<file path="config.mk">
export PLATFORM = sky130hd
export DESIGN_NAME = tunnel_policy_tag_parser_unit
export DESIGN_NICKNAME = d
export VERILOG_FILES = /design/src/rtl/tptp_pkg.sv /design/src/rtl/tptp_frame_state.sv /design/src/rtl/tunnel_policy_tag_parser_unit.sv
export SDC_FILE = /design/constraint.sdc
export NUM_CORES = 1
export LEC_CHECK = 0
export BUFFER_PORTS_ARGS = -buffer_cell sky130_fd_sc_hd__buf_4
export CAP_MARGIN = 25
export CELL_PAD_IN_SITES_DETAIL_PLACEMENT = 0
export CELL_PAD_IN_SITES_GLOBAL_PLACEMENT = 1
export CORE_ASPECT_RATIO = 1.25
export CORE_MARGIN = 1
export CORE_UTILIZATION = 51
export CTS_CLUSTER_SIZE = 28
export DETAILED_ROUTE_END_ITERATION = 8
export PLACE_DENSITY_LB_ADDON = 0.3
export SYNTH_ARGS = -nofsm -noshare
export SYNTH_HDL_FRONTEND = slang
export SYNTH_SLANG_ARGS = --single-unit
</file>
<file path="constraint.sdc">
create_clock -name i_clk -period 10 [get_ports i_clk]
set_clock_uncertainty 0.1 [all_clocks]
set_input_delay 1.5 -clock i_clk [delete_from_list [all_inputs] [get_ports i_clk]]
set_output_delay 1.5 -clock i_clk [all_outputs]
set_load 0.02 [all_outputs]
</file>
<file path="src/rtl/tptp_pkg.sv">
// Package for the tunnel policy tag parser.
// Holds the status codes, the result type and the frame layout constants.
// No dependencies.
package tptp_pkg;

    // Result status codes
    typedef enum logic [2:0] {
        ST_OK        = 3'd0,
        ST_SHORT     = 3'd1,
        ST_BAD_ETYPE = 3'd2,
        ST_BAD_HDR   = 3'd3,
        ST_BAD_PROTO = 3'd4,
        ST_NO_TAG    = 3'd5
    } t_status;

    typedef struct packed {
        logic       tag_found;
        logic [6:0] rule_id;
        t_status    status;
    } t_result;

    localparam logic [15:0] ETYPE_IPV4   = 16'h0800;
    localparam logic [15:0] ETYPE_IPV6   = 16'h86DD;
    localparam logic [7:0]  PROTO_MARK   = 8'd99;

    // Byte positions within the frame
    localparam int unsigned POS_ETYPE_HI = 12;
    localparam int unsigned POS_ETYPE_LO = 13;
    localparam int unsigned ETH_HDR      = 14;
    localparam int unsigned POS_V4_PROTO = ETH_HDR + 9;
    localparam int unsigned POS_V6_PROTO = ETH_HDR + 6;
    localparam int unsigned IPV6_HDR     = 40;
    localparam int unsigned MIN_FRAME    = ETH_HDR + 20;

    localparam logic [3:0] IHL_MIN       = 4'd5;
    localparam logic [6:0] NONCE_RESET   = 7'd16;

endpackage

</file>
<file path="src/rtl/tptp_frame_state.sv">
// Frame state tracker for the tunnel policy tag parser.
// Updates the per-frame header state for one byte and forms the result on the last byte.
// Depends on tptp_pkg.
module tptp_frame_state #(
    parameter int COUNT_BITS = 16
) (
    input  logic               i_clk,
    input  logic               i_rst_n,
    input  logic               i_advance,
    input  logic [7:0]         i_byte,
    input  logic               i_last,
    input  logic [6:0]         i_nonce,
    output tptp_pkg::t_result  o_result
);
    import tptp_pkg::*;

    logic [COUNT_BITS-1:0] r_count;
    logic [15:0]           r_etype;
    logic [3:0]            r_ihl;
    logic [7:0]            r_proto;
    logic [6:0]            r_tag;
    logic                  r_tag_seen;

    logic [COUNT_BITS-1:0] n_count;
    logic [15:0]           n_etype;
    logic [3:0]            n_ihl;
    logic [7:0]            n_proto;
    logic [6:0]            n_tag;
    logic                  n_tag_seen;

    logic                  is_v4;
    logic                  is_v6;
    logic [7:0]            hdr_end;
    logic [7:0]            tag_off;
    logic                  past_ihl;
    t_status               status;

    always_comb begin
        n_etype = r_etype;
        if (r_count == COUNT_BITS'(POS_ETYPE_HI)) begin
            n_etype[15:8] = i_byte;
        end else if (r_count == COUNT_BITS'(POS_ETYPE_LO)) begin
            n_etype[7:0] = i_byte;
        end

        n_ihl = (r_count == COUNT_BITS'(ETH_HDR)) ? i_byte[3:0] : r_ihl;

        is_v4 = (n_etype == ETYPE_IPV4);
        is_v6 = (n_etype == ETYPE_IPV6);

        n_proto = r_proto;
        if ((is_v4 && r_count == COUNT_BITS'(POS_V4_PROTO)) ||
            (is_v6 && r_count == COUNT_BITS'(POS_V6_PROTO))) begin
            n_proto = i_byte;
        end

        // End of the IP header; the tag follows after the nonce
        hdr_end = is_v4 ? (8'(ETH_HDR) + {2'b00, n_ihl, 2'b00})
                        : 8'(ETH_HDR + IPV6_HDR);
        tag_off = hdr_end + {1'b0, i_nonce};
        past_ihl = r_count > COUNT_BITS'(ETH_HDR);

        n_tag      = r_tag;
        n_tag_seen = r_tag_seen;
        if ((is_v4 || is_v6) && past_ihl && !r_tag_seen &&
            r_count == COUNT_BITS'(tag_off)) begin
            n_tag      = i_byte[6:0];
            n_tag_seen = 1'b1;
        end

        // Saturate at the top count
        n_count = (r_count == '1) ? r_count : r_count + COUNT_BITS'(1);

        // Checks in priority order; frame length is r_count + 1
        if (r_count < COUNT_BITS'(MIN_FRAME - 1)) begin
            status = ST_SHORT;
        end else if (!is_v4 && !is_v6) begin
            status = ST_BAD_ETYPE;
        end else if (is_v4 && (n_ihl < IHL_MIN || r_count < COUNT_BITS'(hdr_end))) begin
            status = ST_BAD_HDR;
        end else if (is_v6 && r_count < COUNT_BITS'(hdr_end)) begin
            status = ST_BAD_HDR;
        end else if (n_proto != PROTO_MARK) begin
            status = ST_BAD_PROTO;
        end else if (!n_tag_seen) begin
            status = ST_NO_TAG;
        end else begin
            status = ST_OK;
        end

        o_result.status    = status;
        o_result.tag_found = (status == ST_OK);
        o_result.rule_id   = (status == ST_OK) ? n_tag : 7'd0;
    end

    always_ff @(posedge i_clk) begin
        if (!i_rst_n) begin
            r_count    <= '0;
            r_etype    <= '0;
            r_ihl      <= '0;
            r_proto    <= '0;
            r_tag      <= '0;
            r_tag_seen <= 1'b0;
        end else if (i_advance) begin
            if (i_last) begin
                // Clear for the next frame
                r_count    <= '0;
                r_etype    <= '0;
                r_ihl      <= '0;
                r_proto    <= '0;
                r_tag      <= '0;
                r_tag_seen <= 1'b0;
            end else begin
                r_count    <= n_count;
                r_etype    <= n_etype;
                r_ihl      <= n_ihl;
                r_proto    <= n_proto;
                r_tag      <= n_tag;
                r_tag_seen <= n_tag_seen;
            end
        end
    end

endmodule

</file>
<file path="src/rtl/tunnel_policy_tag_parser_unit.sv">
// Top level of the tunnel policy tag parser.
// Holds the input and result registers, the handshakes and the nonce register.
// Depends on tptp_pkg and tptp_frame_state.
// Usage:
//   Input: one frame byte per item (i_data_byte), i_last_byte on the final byte,
//   taken at an edge where i_valid is high and o_stall is low. Bytes count from 0
//   after reset and after each last byte.
//   Output: one result per frame, for the last byte only (o_tag_found, o_rule_id,
//   o_status), taken at an edge where o_valid is high and i_stall is low.
//   Config: i_cfg_data sets the nonce length in bytes, written when i_cfg_valid
//   and o_cfg_ready are high. o_cfg_ready is always high; write only when no item is held.
// Timing:
//   One item per cycle sustained while o_stall is low. A last byte passes through
//   the input register, then its result is loaded into the result register.
// Stall:
//   A held result keeps its value while i_stall is high. Non-last bytes keep
//   flowing; a last byte waits in the input register, which raises o_stall.
// Reset:
//   Synchronous, active low. Clears frame state and both valid flags and sets
//   the nonce length to 16.
module tunnel_policy_tag_parser_unit #(
    parameter int COUNT_BITS = 16
) (
    input  logic                  i_clk,
    input  logic                  i_rst_n,
    // Byte input
    input  logic                  i_valid,
    output logic                  o_stall,
    input  logic [7:0]            i_data_byte,
    input  logic                  i_last_byte,
    // Result output
    output logic                  o_valid,
    input  logic                  i_stall,
    output logic                  o_tag_found,
    output logic [6:0]            o_rule_id,
    output logic [2:0]            o_status,
    // Nonce length register
    input  logic                  i_cfg_valid,
    output logic                  o_cfg_ready,
    input  logic [6:0]            i_cfg_data
);
    import tptp_pkg::*;

    logic       r_in_valid;
    logic [7:0] r_in_byte;
    logic       r_in_last;
    logic [6:0] r_nonce;
    logic       r_out_valid;
    t_result    r_out;

    t_result    result;
    logic       advance;
    logic       in_take;

    // Advance the held byte unless it is a last byte blocked by a held result
    assign advance = r_in_valid && (!r_in_last || !r_out_valid || !i_stall);
    assign o_stall = r_in_valid && !advance;
    assign in_take = i_valid && !o_stall;

    assign o_cfg_ready = 1'b1;

    always_ff @(posedge i_clk) begin
        if (!i_rst_n) begin
            r_in_valid <= 1'b0;
        end else if (in_take) begin
            r_in_valid <= 1'b1;
        end else if (advance) begin
            r_in_valid <= 1'b0;
        end
    end

    always_ff @(posedge i_clk) begin
        if (in_take) begin
            r_in_byte <= i_data_byte;
            r_in_last <= i_last_byte;
        end
    end

    always_ff @(posedge i_clk) begin
        if (!i_rst_n) begin
            r_nonce <= NONCE_RESET;
        end else if (i_cfg_valid && o_cfg_ready) begin
            r_nonce <= i_cfg_data;
        end
    end

    tptp_frame_state #(
        .COUNT_BITS (COUNT_BITS)
    ) u_frame_state (
        .i_clk     (i_clk),
        .i_rst_n   (i_rst_n),
        .i_advance (advance),
        .i_byte    (r_in_byte),
        .i_last    (r_in_last),
        .i_nonce   (r_nonce),
        .o_result  (result)
    );

    // Load a result on a last byte; drop it once taken
    always_ff @(posedge i_clk) begin
        if (!i_rst_n) begin
            r_out_valid <= 1'b0;
        end else if (advance && r_in_last) begin
            r_out_valid <= 1'b1;
        end else if (!i_stall) begin
            r_out_valid <= 1'b0;
        end
    end

    always_ff @(posedge i_clk) begin
        if (advance && r_in_last) begin
            r_out <= result;
        end
    end

    assign o_valid     = r_out_valid;
    assign o_tag_found = r_out.tag_found;
    assign o_rule_id   = r_out.rule_id;
    assign o_status    = r_out.status;

`ifndef SYNTHESIS
    a_found_iff_ok: assert property (@(posedge i_clk) disable iff (!i_rst_n)
        o_valid |-> (o_tag_found == (o_status == ST_OK)))
        else $error("tag_found disagrees with status");

    a_id_zero_on_fail: assert property (@(posedge i_clk) disable iff (!i_rst_n)
        (o_valid && !o_tag_found) |-> (o_rule_id == 7'd0))
        else $error("rule id nonzero on failed frame");

    a_last_blocks: assert property (@(posedge i_clk) disable iff (!i_rst_n)
        (r_in_valid && r_in_last && o_valid && i_stall) |-> o_stall)
        else $error("last byte advanced over a held result");

    a_result_loaded: assert property (@(posedge i_clk) disable iff (!i_rst_n)
        (advance && r_in_last) |=> o_valid)
        else $error("last byte gave no result");
`endif

endmodule

</file>
==> metrics.md <==
| Metric | Value |
|---|---|
| Outcome | `completed` |
| Syn Inst Count | `462` |
| Reg-to-reg slack, setup | `approximately 4 ns` |
| Main synth FF type | `dfxtp_1` |
| Unique masters post-synth | `73` |
| Vias | `approximately 3500` |
| Clk root buf | `clkbuf_8` |
| Post-CTS sizing | `0` |
| Share of cells above drive strength 1 | `15.6%` |
| Placeable Area | `roughly 0.0084 sq mm` |
| Synth Area in Adders | `4.93%` |
| Initial antenna violation count | `0` |
| Max Cap Viol | `0` |
| Final HPWL DP | `7000 um` |
| Setup crit start kind | `register` |
| Die area | `between 0.009 and 0.01 sq mm` |
| Starting Density | `53.3%` |
| Number of synthesized register bits | `81` |
| Mapped Nets | `500` |
| Final Cell Area | `between 0.004 and 0.005 sq mm` |
| Hold WC Path Type | `register to register` |
| Pwr per Cell Area | `128 mW/mm^2` |
| Final hold violation count | `0` |
| CP Max Fanout | `17` |
| # hold bufs at CTS | `0` |
| Postcts setup bufs | `0` |
| Max-slew headroom | `45.0%` |
| RSZ-0062 raised after global routing | `false` |
| # DRC | `0` |
| Largest family of logic cells by synthesized area | `simple AND/OR/NAND/NOR gates` |
| Wire length per cell | `around 16 um` |
| Xor/xnor share of the synthesized area | `between 3 and 4%` |
| Total negative slack | `0 ns` |
| Count of port buffers added during placement | `33` |
| Maximum clock frequency | `0.167 GHz` |
| Fillcell total | `a little over 700` |
| Synthesized cell area | `0.00447 sq mm` |
| Worst path arrival time | `~6.0 ns` |
| GP Congestion | `between 0.8 and 0.9` |
| Measured slew at the worst slew-check pin | `between 0.8 and 0.9 ns` |
| Critical path type | `register to register` |
| 1st-iter DRT viols | `~140` |
| Register area share after synthesis | `between 40% and 50%` |
| CTS Sinks | `slightly above 80` |
| Pin count of the biggest net entering global routing | `49` |
| Clock buffer depth | `2` |
| Antenna Cells | `0` |
| Die Ht | `107 um` |
| Clk Latency, worst-skew pair | `0.35 ns` |
| Async SR Flop Fraction | `0%` |
| H-tree depth reported by CTS | `3` |
| Drt pass-1 iters | `4` |
| CTS tree | `yes` |
| Grt ovf | `0` |
| Critical Path End Type | `register` |
| Row cnt | `37` |
| First-pass GRT wire length | `15900 um` |
| CTS Buf Count | `9` |
| Detail Route Antenna Nets | `0` |
| Syn avg cell area | `9.67 sq um` |
| Mux share of post-synthesis cell area | `7.00%` |
| Routed Wire Length | `9620 um` |
| Num ports | `35` |
| Crit share post-route | `60.0%` |
| EDFF count, synth | `20` |
| DR vias/cell | `5.73` |
| Post-layout min period | `6.00 ns` |
| Max Transition Viols Final | `0` |
| Vias in the first global route | `between 3000 and 4000` |
| Total power | `about 0.63 mW` |
| GRT Resource Usage Total | `22.2%` |
| Placed Area | `0.00475 sq mm` |
| Area growth, synth to finish | `10.6%` |
| Clock transition at path regs | `approximately 0.090 ns` |
| Compound-gate portion of the synthesized area | `15.3%` |
| Leak pwr | `1.76 nW` |
| Area fraction in and, or, nand and nor cells after synthesis | `around a quarter` |
| Synth warn | `0` |
| Final-stage net count | `519` |
| Peak supply drop | `between 60 and 70 uV` |
| # setup viols final | `0` |
| Critical Path RT | `between 10 and 15 ns` |
| Die width | `85.7 um` |
==> cell usage after synthesis, types with 3 or more instances <==
master | n | area, sq um
nand2b_1 | 3 | 18.8
or4_4 | 3 | 33.8
a22oi_1 | 10 | 75.1
nor2b_1 | 22 | 138
nor3_2 | 3 | 30.0
a21o_1 | 5 | 37.5
nor3b_1 | 4 | 30.0
nand3_1 | 12 | 60.1
nand2_1 | 34 | 128
and4_1 | 3 | 26.3
edfxtp_1 | 20 | 601
ha_1 | 16 | 200
mux2i_1 | 29 | 290
inv_1 | 14 | 52.6
and2_1 | 11 | 68.8
nor2_1 | 22 | 82.6
xnor2_1 | 13 | 114
o21ai_0 | 27 | 135
nand4_1 | 11 | 68.8
or3_1 | 10 | 62.6
or2_2 | 3 | 18.8
xor2_1 | 6 | 52.6
a22o_1 | 8 | 70.1
nand4b_1 | 3 | 26.3
dfxtp_1 | 61 | 1220
nor4_1 | 3 | 18.8
a21oi_1 | 18 | 90.1
o21a_1 | 4 | 30.0
nor3_1 | 10 | 50.1
clkbuf_1 | 19 | 71.3
==> where the power goes <==
group / leakage, nW / switching [mW] / total (mW) / internal [mW]
Clock: 0.0929 / 0.123 / 0.240 / 0.116
Sequential: 0.669 / 0.0100 / 0.351 / 0.341
Combinational: 1.00 / 0.0215 / 0.0398 / 0.0183
==> routing by layer <==
metal | wire length (um) | vias up | global-route usage [%]
li1 | - | 1720 | -
met3 | 280 | 11 | 4.23
met1 | 4390 | 1666 | 26.9
met4 | 165 | 0 | 8.69
met5 | 0 | - | 0
met2 | 4790 | 60 | 38.6
==> cell usage in the layout, fill, tap and decap left out, types with 3 or more instances in the layout <==
cell / netlist / layout
a21o_1: 5 / 5
a21oi_1: 18 / 18
mux2i_1: 29 / 29
buf_4: 1 / 34
nand2_1: 34 / 34
dfxtp_1: 61 / 61
or2_2: 3 / 3
ha_1: 16 / 16
or3_1: 10 / 10
inv_1: 14 / 14
nor3b_1: 4 / 4
or4_4: 3 / 3
xor2_1: 6 / 6
o21a_1: 4 / 4
a22oi_1: 10 / 10
nor3_2: 3 / 3
edfxtp_1: 20 / 20
and2_1: 11 / 11
nor2b_1: 22 / 22
nor3_1: 10 / 10
nand4_1: 11 / 11
o21ai_0: 27 / 27
clkbuf_8: 0 / 9
nand4b_1: 3 / 3
nor2_1: 22 / 22
a22o_1: 8 / 8
xnor2_1: 13 / 13
nand3_1: 12 / 12
and4_1: 3 / 3
nand2b_1: 3 / 3
==> sequential cells by signal, summed over array words and instances, names as in the netlist <==
register                  cells
o_rule_id                     7
o_status                      3
o_tag_found                   1
o_valid                       1
r_in_byte                     8
r_in_last                     1
r_in_valid                    1
r_nonce                       7
u_frame_state.r_count        16
u_frame_state.r_etype        16
u_frame_state.r_ihl           4
u_frame_state.r_proto         8
u_frame_state.r_tag           7
u_frame_state.r_tag_seen      1
==> cells by family after synthesis <==
group / after synthesis
buffers and inverters: 40
AO/OA/AOI/OAI: 97
flip-flops: 81
XOR/XNOR: 19
AND/OR/NAND/NOR: 176
multiplexers: 31
adder cells (fa/ha/maj): 17
other: 1
==> worst max-delay path, stage by stage, from the launching register on <==
cell and delay, ns:
dfxtp_1 0.40, or4_4 0.61, nor4_2 0.65, buf_4 0.29
mux2i_1 0.23, nand2_1 0.13, nor2_1 0.30, nand2_1 0.16
or2_2 0.36, fa_1 0.45, xor2_1 0.15, or4_1 0.47
nor3_1 0.17, and4_1 0.26, o211a_1 0.61, o2bb2ai_4 0.21
nor2b_1 0.18
==> worst paths after layout <==
| check | from | cells past startpoint | to |
|---|---|---|---|
| hold reg to reg | u_frame_state.r_tag[1] | 2 | u_frame_state.r_tag[1] |
| setup / recovery | u_frame_state.r_count[4] | 16 | o_status[2] |
| hold / removal | u_frame_state.r_tag[1] | 2 | u_frame_state.r_tag[1] |
| setup reg to reg | u_frame_state.r_count[4] | 16 | o_status[2] |
==> stage by stage <==
| stage | setup slack [ns] | instances | utilization [%] | hold WS (ns) |
|---|---|---|---|---|
| after floorplan | 4.96 | 462 | - | 0.335 |
| after global placement | 3.98 | 586 | 56.6 | 0.344 |
| after detailed placement | 4.05 | 587 | 56.7 | 0.357 |
| after CTS | 4.00 | 603 | 59.0 | 0.369 |
| after global routing | 3.60 | 603 | 59.0 | 0.405 |
| final | 4.00 | 603 | 59.0 | 0.365 |
==> layout make-up <==
| type | count | area, sq um | area share (%) |
|---|---|---|---|
| timing repair buffer | 34 | 255 | 5.16 |
| multi-input combinational | 341 | 2470 | 50.0 |
| sequential | 81 | 1820 | 36.9 |
| clock buffer | 10 | 128 | 2.58 |
| clock inverter | 6 | 67.6 | 1.37 |
| inverter | 14 | 52.6 | 1.06 |
| tap | 117 | 146 | 2.96 |
(Power assumes the default switching activity.)
